**src/hw/rtl/rvde_pkg.sv**
```systemverilog
package rvde_pkg;

  localparam int unsigned XLEN = 64;
  localparam int unsigned ILEN = 32;

  // Major opcodes
  localparam logic [6:0] OPC_OP     = 7'h33;
  localparam logic [6:0] OPC_OP_IMM = 7'h13;
  localparam logic [6:0] OPC_LOAD   = 7'h03;
  localparam logic [6:0] OPC_STORE  = 7'h23;
  localparam logic [6:0] OPC_BRANCH = 7'h63;

  // funct3 codes for ALU operations
  localparam logic [2:0] F3_ADD = 3'd0;
  localparam logic [2:0] F3_XOR = 3'd4;
  localparam logic [2:0] F3_OR  = 3'd6;
  localparam logic [2:0] F3_AND = 3'd7;

  // funct3 code for doubleword load and store
  localparam logic [2:0] F3_DWORD = 3'd3;

  // funct3 codes for branches
  localparam logic [2:0] F3_BEQ  = 3'd0;
  localparam logic [2:0] F3_BNE  = 3'd1;
  localparam logic [2:0] F3_BLT  = 3'd4;
  localparam logic [2:0] F3_BGE  = 3'd5;
  localparam logic [2:0] F3_BLTU = 3'd6;
  localparam logic [2:0] F3_BGEU = 3'd7;

  // funct7 codes
  localparam logic [6:0] F7_BASE = 7'h00;
  localparam logic [6:0] F7_ALT  = 7'h20;

  localparam logic [XLEN-1:0] PC_STEP = XLEN'(4);

  typedef enum logic [2:0] {
    ALU_ADD = 3'd0,
    ALU_SUB = 3'd1,
    ALU_XOR = 3'd2,
    ALU_OR  = 3'd3,
    ALU_AND = 3'd4
  } alu_op_e;

  typedef enum logic [1:0] {
    WB_NONE = 2'd0,
    WB_ALU  = 2'd1,
    WB_MEM  = 2'd2
  } wb_src_e;

  // Decoded controls handed from decode to execute
  typedef struct packed {
    alu_op_e         alu_op;
    logic            use_imm;
    logic            use_pc;
    logic            is_branch;
    logic [2:0]      br_f3;
    logic            mem_read;
    logic            mem_write;
    logic            reg_write;
    wb_src_e         wb_src;
    logic            bad;
    logic [XLEN-1:0] imm;
  } dec_ctrl_t;

endpackage

```
**src/hw/rtl/rvde_decode.sv**
```systemverilog
module rvde_decode
  import rvde_pkg::*;
(
  input  logic [ILEN-1:0] instr_i,
  output dec_ctrl_t       ctrl_o
);

  logic [6:0]      opc;
  logic [2:0]      f3;
  logic [6:0]      f7;
  logic [4:0]      rd;
  logic [XLEN-1:0] imm_i;
  logic [XLEN-1:0] imm_s;
  logic [XLEN-1:0] imm_b;

  assign opc = instr_i[6:0];
  assign f3  = instr_i[14:12];
  assign f7  = instr_i[31:25];
  assign rd  = instr_i[11:7];

  // Sign-extended immediates
  assign imm_i = {{(XLEN-12){instr_i[31]}}, instr_i[31:20]};
  assign imm_s = {{(XLEN-12){instr_i[31]}}, instr_i[31:25], instr_i[11:7]};
  assign imm_b = {{(XLEN-13){instr_i[31]}}, instr_i[31], instr_i[7],
                  instr_i[30:25], instr_i[11:8], 1'b0};

  // Decode opcode, funct3 and funct7 into controls
  always_comb begin
    ctrl_o        = '0;
    ctrl_o.alu_op = ALU_ADD;
    ctrl_o.wb_src = WB_NONE;
    ctrl_o.br_f3  = f3;
    case (opc)
      OPC_OP: begin
        if (f3 == F3_ADD && f7 == F7_BASE) begin
          ctrl_o.alu_op = ALU_ADD;
        end else if (f3 == F3_ADD && f7 == F7_ALT) begin
          ctrl_o.alu_op = ALU_SUB;
        end else if (f3 == F3_XOR && f7 == F7_BASE) begin
          ctrl_o.alu_op = ALU_XOR;
        end else if (f3 == F3_OR && f7 == F7_BASE) begin
          ctrl_o.alu_op = ALU_OR;
        end else if (f3 == F3_AND && f7 == F7_BASE) begin
          ctrl_o.alu_op = ALU_AND;
        end else begin
          ctrl_o.bad = 1'b1;
        end
        ctrl_o.reg_write = !ctrl_o.bad;
        ctrl_o.wb_src    = WB_ALU;
      end
      OPC_OP_IMM: begin
        ctrl_o.use_imm = 1'b1;
        ctrl_o.imm     = imm_i;
        case (f3)
          F3_ADD:  ctrl_o.alu_op = ALU_ADD;
          F3_XOR:  ctrl_o.alu_op = ALU_XOR;
          F3_OR:   ctrl_o.alu_op = ALU_OR;
          F3_AND:  ctrl_o.alu_op = ALU_AND;
          default: ctrl_o.bad    = 1'b1;
        endcase
        ctrl_o.reg_write = !ctrl_o.bad;
        ctrl_o.wb_src    = WB_ALU;
      end
      OPC_LOAD: begin
        if (f3 != F3_DWORD) begin
          ctrl_o.bad = 1'b1;
        end else begin
          ctrl_o.use_imm   = 1'b1;
          ctrl_o.imm       = imm_i;
          ctrl_o.mem_read  = 1'b1;
          ctrl_o.reg_write = 1'b1;
          ctrl_o.wb_src    = WB_MEM;
        end
      end
      OPC_STORE: begin
        if (f3 != F3_DWORD) begin
          ctrl_o.bad = 1'b1;
        end else begin
          ctrl_o.use_imm   = 1'b1;
          ctrl_o.imm       = imm_s;
          ctrl_o.mem_write = 1'b1;
        end
      end
      OPC_BRANCH: begin
        ctrl_o.use_imm   = 1'b1;
        ctrl_o.use_pc    = 1'b1;
        ctrl_o.imm       = imm_b;
        ctrl_o.is_branch = 1'b1;
        ctrl_o.bad       = !(f3 inside {F3_BEQ, F3_BNE, F3_BLT, F3_BGE, F3_BLTU, F3_BGEU});
      end
      default: begin
        ctrl_o.bad = 1'b1;
      end
    endcase

    // Drop writes to x0 and clear the source when nothing is written
    if (rd == 5'd0) begin
      ctrl_o.reg_write = 1'b0;
    end
    if (!ctrl_o.reg_write) begin
      ctrl_o.wb_src = WB_NONE;
    end
  end

endmodule

```
**src/hw/rtl/rvde_execute.sv**
```systemverilog
module rvde_execute
  import rvde_pkg::*;
(
  input  dec_ctrl_t       ctrl_i,
  input  logic [XLEN-1:0] pc_i,
  input  logic [XLEN-1:0] src1_i,
  input  logic [XLEN-1:0] src2_i,
  output logic [XLEN-1:0] alu_value_o,
  output logic [XLEN-1:0] next_pc_o,
  output logic            branch_taken_o
);

  logic [XLEN-1:0] op_a;
  logic [XLEN-1:0] op_b;
  logic [XLEN-1:0] alu_res;
  logic            cond;

  // Select operands: pc for branch targets, immediate where the format has one
  assign op_a = ctrl_i.use_pc  ? pc_i       : src1_i;
  assign op_b = ctrl_i.use_imm ? ctrl_i.imm : src2_i;

  // Run the ALU
  always_comb begin
    case (ctrl_i.alu_op)
      ALU_ADD: alu_res = op_a + op_b;
      ALU_SUB: alu_res = op_a - op_b;
      ALU_XOR: alu_res = op_a ^ op_b;
      ALU_OR:  alu_res = op_a | op_b;
      ALU_AND: alu_res = op_a & op_b;
      default: alu_res = '0;
    endcase
  end

  // Evaluate the branch condition on the two sources
  always_comb begin
    case (ctrl_i.br_f3)
      F3_BEQ:  cond = (src1_i == src2_i);
      F3_BNE:  cond = (src1_i != src2_i);
      F3_BLT:  cond = ($signed(src1_i) <  $signed(src2_i));
      F3_BGE:  cond = ($signed(src1_i) >= $signed(src2_i));
      F3_BLTU: cond = (src1_i <  src2_i);
      F3_BGEU: cond = (src1_i >= src2_i);
      default: cond = 1'b0;
    endcase
  end

  // Zero the ALU value and the branch decision for an unsupported item
  assign alu_value_o    = ctrl_i.bad ? '0 : alu_res;
  assign branch_taken_o = ctrl_i.is_branch && !ctrl_i.bad && cond;
  assign next_pc_o      = branch_taken_o ? alu_value_o : (pc_i + PC_STEP);

endmodule

```
**src/hw/rtl/rv64_subset_decode_execute_core.sv**
```systemverilog
// Channel  | Ports                                              | Handshake
// ---------+----------------------------------------------------+----------------------------
// command  | instruction_i pc_value_i src1_value_i src2_value_i | start & !busy at clk_i edge
// result   | dest_index_o .. unsupported_o                      | done_o high for one cycle
//
// Each item passes from accept to result through the input register, then
// through decode and the ALU into the result register.
// A new item can be accepted every cycle; busy never rises.
// rst_ni clears the valid bits asynchronously; payload registers are not reset.
// The receiver cannot stall, so the pipeline advances on every clock.
module rv64_subset_decode_execute_core
  import rvde_pkg::*;
(
  input  logic            clk_i,
  input  logic            rst_ni,
  input  logic            start,
  output logic            busy,
  input  logic [ILEN-1:0] instruction_i,
  input  logic [XLEN-1:0] pc_value_i,
  input  logic [XLEN-1:0] src1_value_i,
  input  logic [XLEN-1:0] src2_value_i,
  output logic            done_o,
  output logic [4:0]      dest_index_o,
  output logic            reg_write_o,
  output logic [1:0]      writeback_source_o,
  output logic            mem_read_o,
  output logic            mem_write_o,
  output logic [XLEN-1:0] alu_value_o,
  output logic [XLEN-1:0] store_data_o,
  output logic [XLEN-1:0] next_pc_o,
  output logic            branch_taken_o,
  output logic            unsupported_o
);

  logic            accept;
  logic            valid_q;
  logic            done_q;
  logic [ILEN-1:0] instr_q;
  logic [XLEN-1:0] pc_q;
  logic [XLEN-1:0] src1_q;
  logic [XLEN-1:0] src2_q;

  dec_ctrl_t       ctrl;
  logic [XLEN-1:0] alu_d;
  logic [XLEN-1:0] next_pc_d;
  logic            taken_d;

  logic [4:0]      dest_q;
  logic            reg_write_q;
  wb_src_e         wb_src_q;
  logic            mem_read_q;
  logic            mem_write_q;
  logic [XLEN-1:0] alu_q;
  logic [XLEN-1:0] store_q;
  logic [XLEN-1:0] next_pc_q;
  logic            taken_q;
  logic            bad_q;

  assign busy   = 1'b0;
  assign accept = start && !busy;

  // Advance valid bits
  always_ff @(posedge clk_i or negedge rst_ni) begin
    if (!rst_ni) begin
      valid_q <= 1'b0;
      done_q  <= 1'b0;
    end else begin
      valid_q <= accept;
      done_q  <= valid_q;
    end
  end

  // Capture the accepted item
  always_ff @(posedge clk_i) begin
    if (accept) begin
      instr_q <= instruction_i;
      pc_q    <= pc_value_i;
      src1_q  <= src1_value_i;
      src2_q  <= src2_value_i;
    end
  end

  rvde_decode u_decode (
    .instr_i (instr_q),
    .ctrl_o  (ctrl)
  );

  rvde_execute u_execute (
    .ctrl_i         (ctrl),
    .pc_i           (pc_q),
    .src1_i         (src1_q),
    .src2_i         (src2_q),
    .alu_value_o    (alu_d),
    .next_pc_o      (next_pc_d),
    .branch_taken_o (taken_d)
  );

  // Capture the result; it holds until the next item arrives
  always_ff @(posedge clk_i) begin
    if (valid_q) begin
      dest_q      <= instr_q[11:7];
      reg_write_q <= ctrl.reg_write;
      wb_src_q    <= ctrl.wb_src;
      mem_read_q  <= ctrl.mem_read;
      mem_write_q <= ctrl.mem_write;
      alu_q       <= alu_d;
      store_q     <= src2_q;
      next_pc_q   <= next_pc_d;
      taken_q     <= taken_d;
      bad_q       <= ctrl.bad;
    end
  end

  assign done_o             = done_q;
  assign dest_index_o       = dest_q;
  assign reg_write_o        = reg_write_q;
  assign writeback_source_o = wb_src_q;
  assign mem_read_o         = mem_read_q;
  assign mem_write_o        = mem_write_q;
  assign alu_value_o        = alu_q;
  assign store_data_o       = store_q;
  assign next_pc_o          = next_pc_q;
  assign branch_taken_o     = taken_q;
  assign unsupported_o      = bad_q;

endmodule

```
**config.mk**
```make
export PLATFORM = sky130hd
export DESIGN_NAME = rv64_subset_decode_execute_core
export DESIGN_NICKNAME = d
export VERILOG_FILES = /design/src/hw/rtl/rvde_pkg.sv /design/src/hw/rtl/rvde_decode.sv /design/src/hw/rtl/rvde_execute.sv /design/src/hw/rtl/rv64_subset_decode_execute_core.sv
export SDC_FILE = /design/constraint.sdc
export NUM_CORES = 1
export LEC_CHECK = 0
export BUFFER_PORTS_ARGS = -buffer_cell sky130_fd_sc_hd__buf_2
export CAP_MARGIN = 20
export CORE_MARGIN = 5
export CORE_UTILIZATION = 40
export CTS_CLUSTER_SIZE = 10
export DETAILED_ROUTE_END_ITERATION = 10
export PLACE_DENSITY = 0.71
export SYNTH_ARGS = -nofsm -noshare
export SYNTH_HDL_FRONTEND = slang
export SYNTH_HIERARCHICAL = 1
export SYNTH_SLANG_ARGS = --single-unit
```
**constraint.sdc**
```tcl
create_clock -name clk_i -period 10.9 [get_ports clk_i]
set_clock_uncertainty 0.05 [all_clocks]
set_input_delay 1.09 -clock clk_i [delete_from_list [all_inputs] [get_ports clk_i]]
set_output_delay 1.09 -clock clk_i [all_outputs]
set_load 0.02 [all_outputs]
```
==> flow_summary.yaml <==
clocking:
  post-cts-setup-buffers: 0
  clk_pin_slew_worst_paths_ns: 0.06
  cts_buffers: 50
  cts_hold_buf: 0
  cts_tree: "done"
  clockBufferDepth: 3
  clk_latency_ns: 0.60
  cts_sinks: 425
  root_buffer: "clkbuf_16"
  htreeDepth: 2
  ctsResizeCount: 0
flow_run:
  drv_cap: 0
logic_synthesis:
  syn_area_per_cell_um2: 10.58
  syn_inst: 2656
  yosysWarnings: 6
  syn_area_um2: 28100
  synth_nets: 3141
worst_setup_path:
  r2r_end: "next_pc_o[54]"
  timing.critical_path.arrival_ns: 9.28
  r2r_start: "instr_q[5]"
  end_kind: "flip-flop"
  cp_data_required_time_ns: 11.31
  cp_max_fo: 36
  ff2ff_setup_slack_ns: 2.03
  rr_worst_depth: 25
  worstSetupStartpointType: "flip-flop"
  worstSetupPathType: "reg -> reg"
placement:
  post-place-cells: 3883
  place_hpwl_mm: 61.63
  port_buffers: 426
  placed_area_um2: 30810
  routabilityCongestion: 0.9012
  post-place-ws_ns: 2.209
power:
  power.total_mw: 4.580
  power.density_nw_per_um2: 142.0
  leakage_nw: 13.28
  ir_drop_v: 0.0001274
timing:
  fin_crit_sh: 0.8135
  hold_viol_final: 0
  worst_slack_ns: 2.033
  tightest_slew_ns: 1.056
  timing.final.setup_violations: 0
  min_period_ns: 8.867
  rsz0062_at_grt: "no"
  slew_violations: 0
  maxSlewHeadroom: 0.2960
  whs_ns: 0.2173
  tns_ns: 0
  max_freq_ghz: 0.1128
floorplanning:
  coreArea_um2: 69910
  ios: 433
  die_h_um: 275.1
  fp-row-count: 97
  die_w_um: 275.1
  dieArea_um2: 75650
  start_util: 0.4020
cells_and_area:
  nets: 3480
  final_cell_mix: "buf_2 (425), edfxtp_1 (423), ha_1 (257)"
  drive_gt1_frac: 0.2000
  final_common_cell: "buf_2"
  final_area_um2: 32250
  areaGrowthSynthToFinish_pct: 14.76
  fin_cells: 3965
  final_util: 0.4613
  nFillCells: 6553
routing:
  dr.pass1.iters: 7
  drcViolationCount: 0
  wirelength_mm: 81.24
  routed-via-count: 21490
  routed_via_density: 5.421
  wire_per_inst_um: 20.49
  ant_nets: 0
  drt-initial-drc-count: 1742
min_path:
  hold_path.class: "in -> async"
global_route:
  grt_pass1_wl_mm: 121.3
  overflow: 0
  antenna_found_initial: 8
  grt_start_max_net_pins: 102
  track_usage: 0.2051
  grt_pass1_vias: 20880
status:
  status: "finished, final reports clean"
[critical path: stages (launching register included)]
cell and delay (ns):
edfxtp_1 0.57, nor2b_1 0.34, o21ai_0 0.22, a21boi_4 0.80, mux2i_1 0.43, ha_1 0.28
o211ai_1 0.21, nor4_2 0.48, o2111ai_1 0.40, nor3_1 0.37, nand4b_1 0.19, nor3_1 0.65
a31oi_1 0.20, xnor2_1 0.16, ha_1 0.43, nand2_1 0.12, nor2_1 0.16, and4_1 0.22
inv_1 0.05, a211oi_1 0.40, o31ai_1 0.25, a211oi_1 0.64, o21ai_0 0.22, or3_1 0.34
a31oi_1 0.30, mux2_2 0.21
[layout make-up]
cell class | instances | area, µm² | share of cell area
clock buffers | 71 | 1351 | 0.04190
inverters | 240 | 900.9 | 0.02794
diodes | 5 | 12.51 | 0.0003880
clock inverters | 6 | 75.07 | 0.002328
well taps | 940 | 1176 | 0.03647
multi-input cells | 1828 | 13650 | 0.4234
repair buffers | 450 | 2322 | 0.07201
flip-flops and latches | 425 | 12760 | 0.3956
[layer usage]
layer	wire length [µm]	share of wire	global-route usage	vias up
met5	7	0.000086	0	-
li1	-	-	-	10320
met4	1994	0.025	0.05363	2
met2	39990	0.49	0.3555	709
met3	5337	0.066	0.03576	132
met1	33910	0.42	0.2665	10330
[where the power goes]
part | total, mW | internal, mW | switching [mW]
registers | 2.04 | 1.95 | 0.0908
logic | 1.03 | 0.405 | 0.627
clock network | 1.51 | 0.875 | 0.630
total | 4.58 | 3.23 | 1.35
[how the worst max path moves through the flow]
stage | to | slack, ns | start
final | next_pc_o[54] | 2.03 | instr_q[5]
after global routing | next_pc_o[54] | 1.37 | instr_q[5]
after CTS | next_pc_o[54] | 2.16 | instr_q[5]
after detailed placement | next_pc_o[54] | 2.21 | instr_q[5]
after global placement | next_pc_o[54] | 2.32 | instr_q[5]
after floorplan | next_pc_o[63] | 2.42 | instr_q[14]
[state kept, by name, indices dropped and copies added, names as in the netlist, 5 cells and up]
| signal | cells |
|---|---|
| alu_value_o | 64 |
| dest_index_o | 5 |
| instr_q | 27 |
| next_pc_o | 64 |
| pc_q | 64 |
| src1_q | 64 |
| src2_q | 64 |
| store_data_o | 64 |
Note: power is estimated with default switching activity, not from simulation.
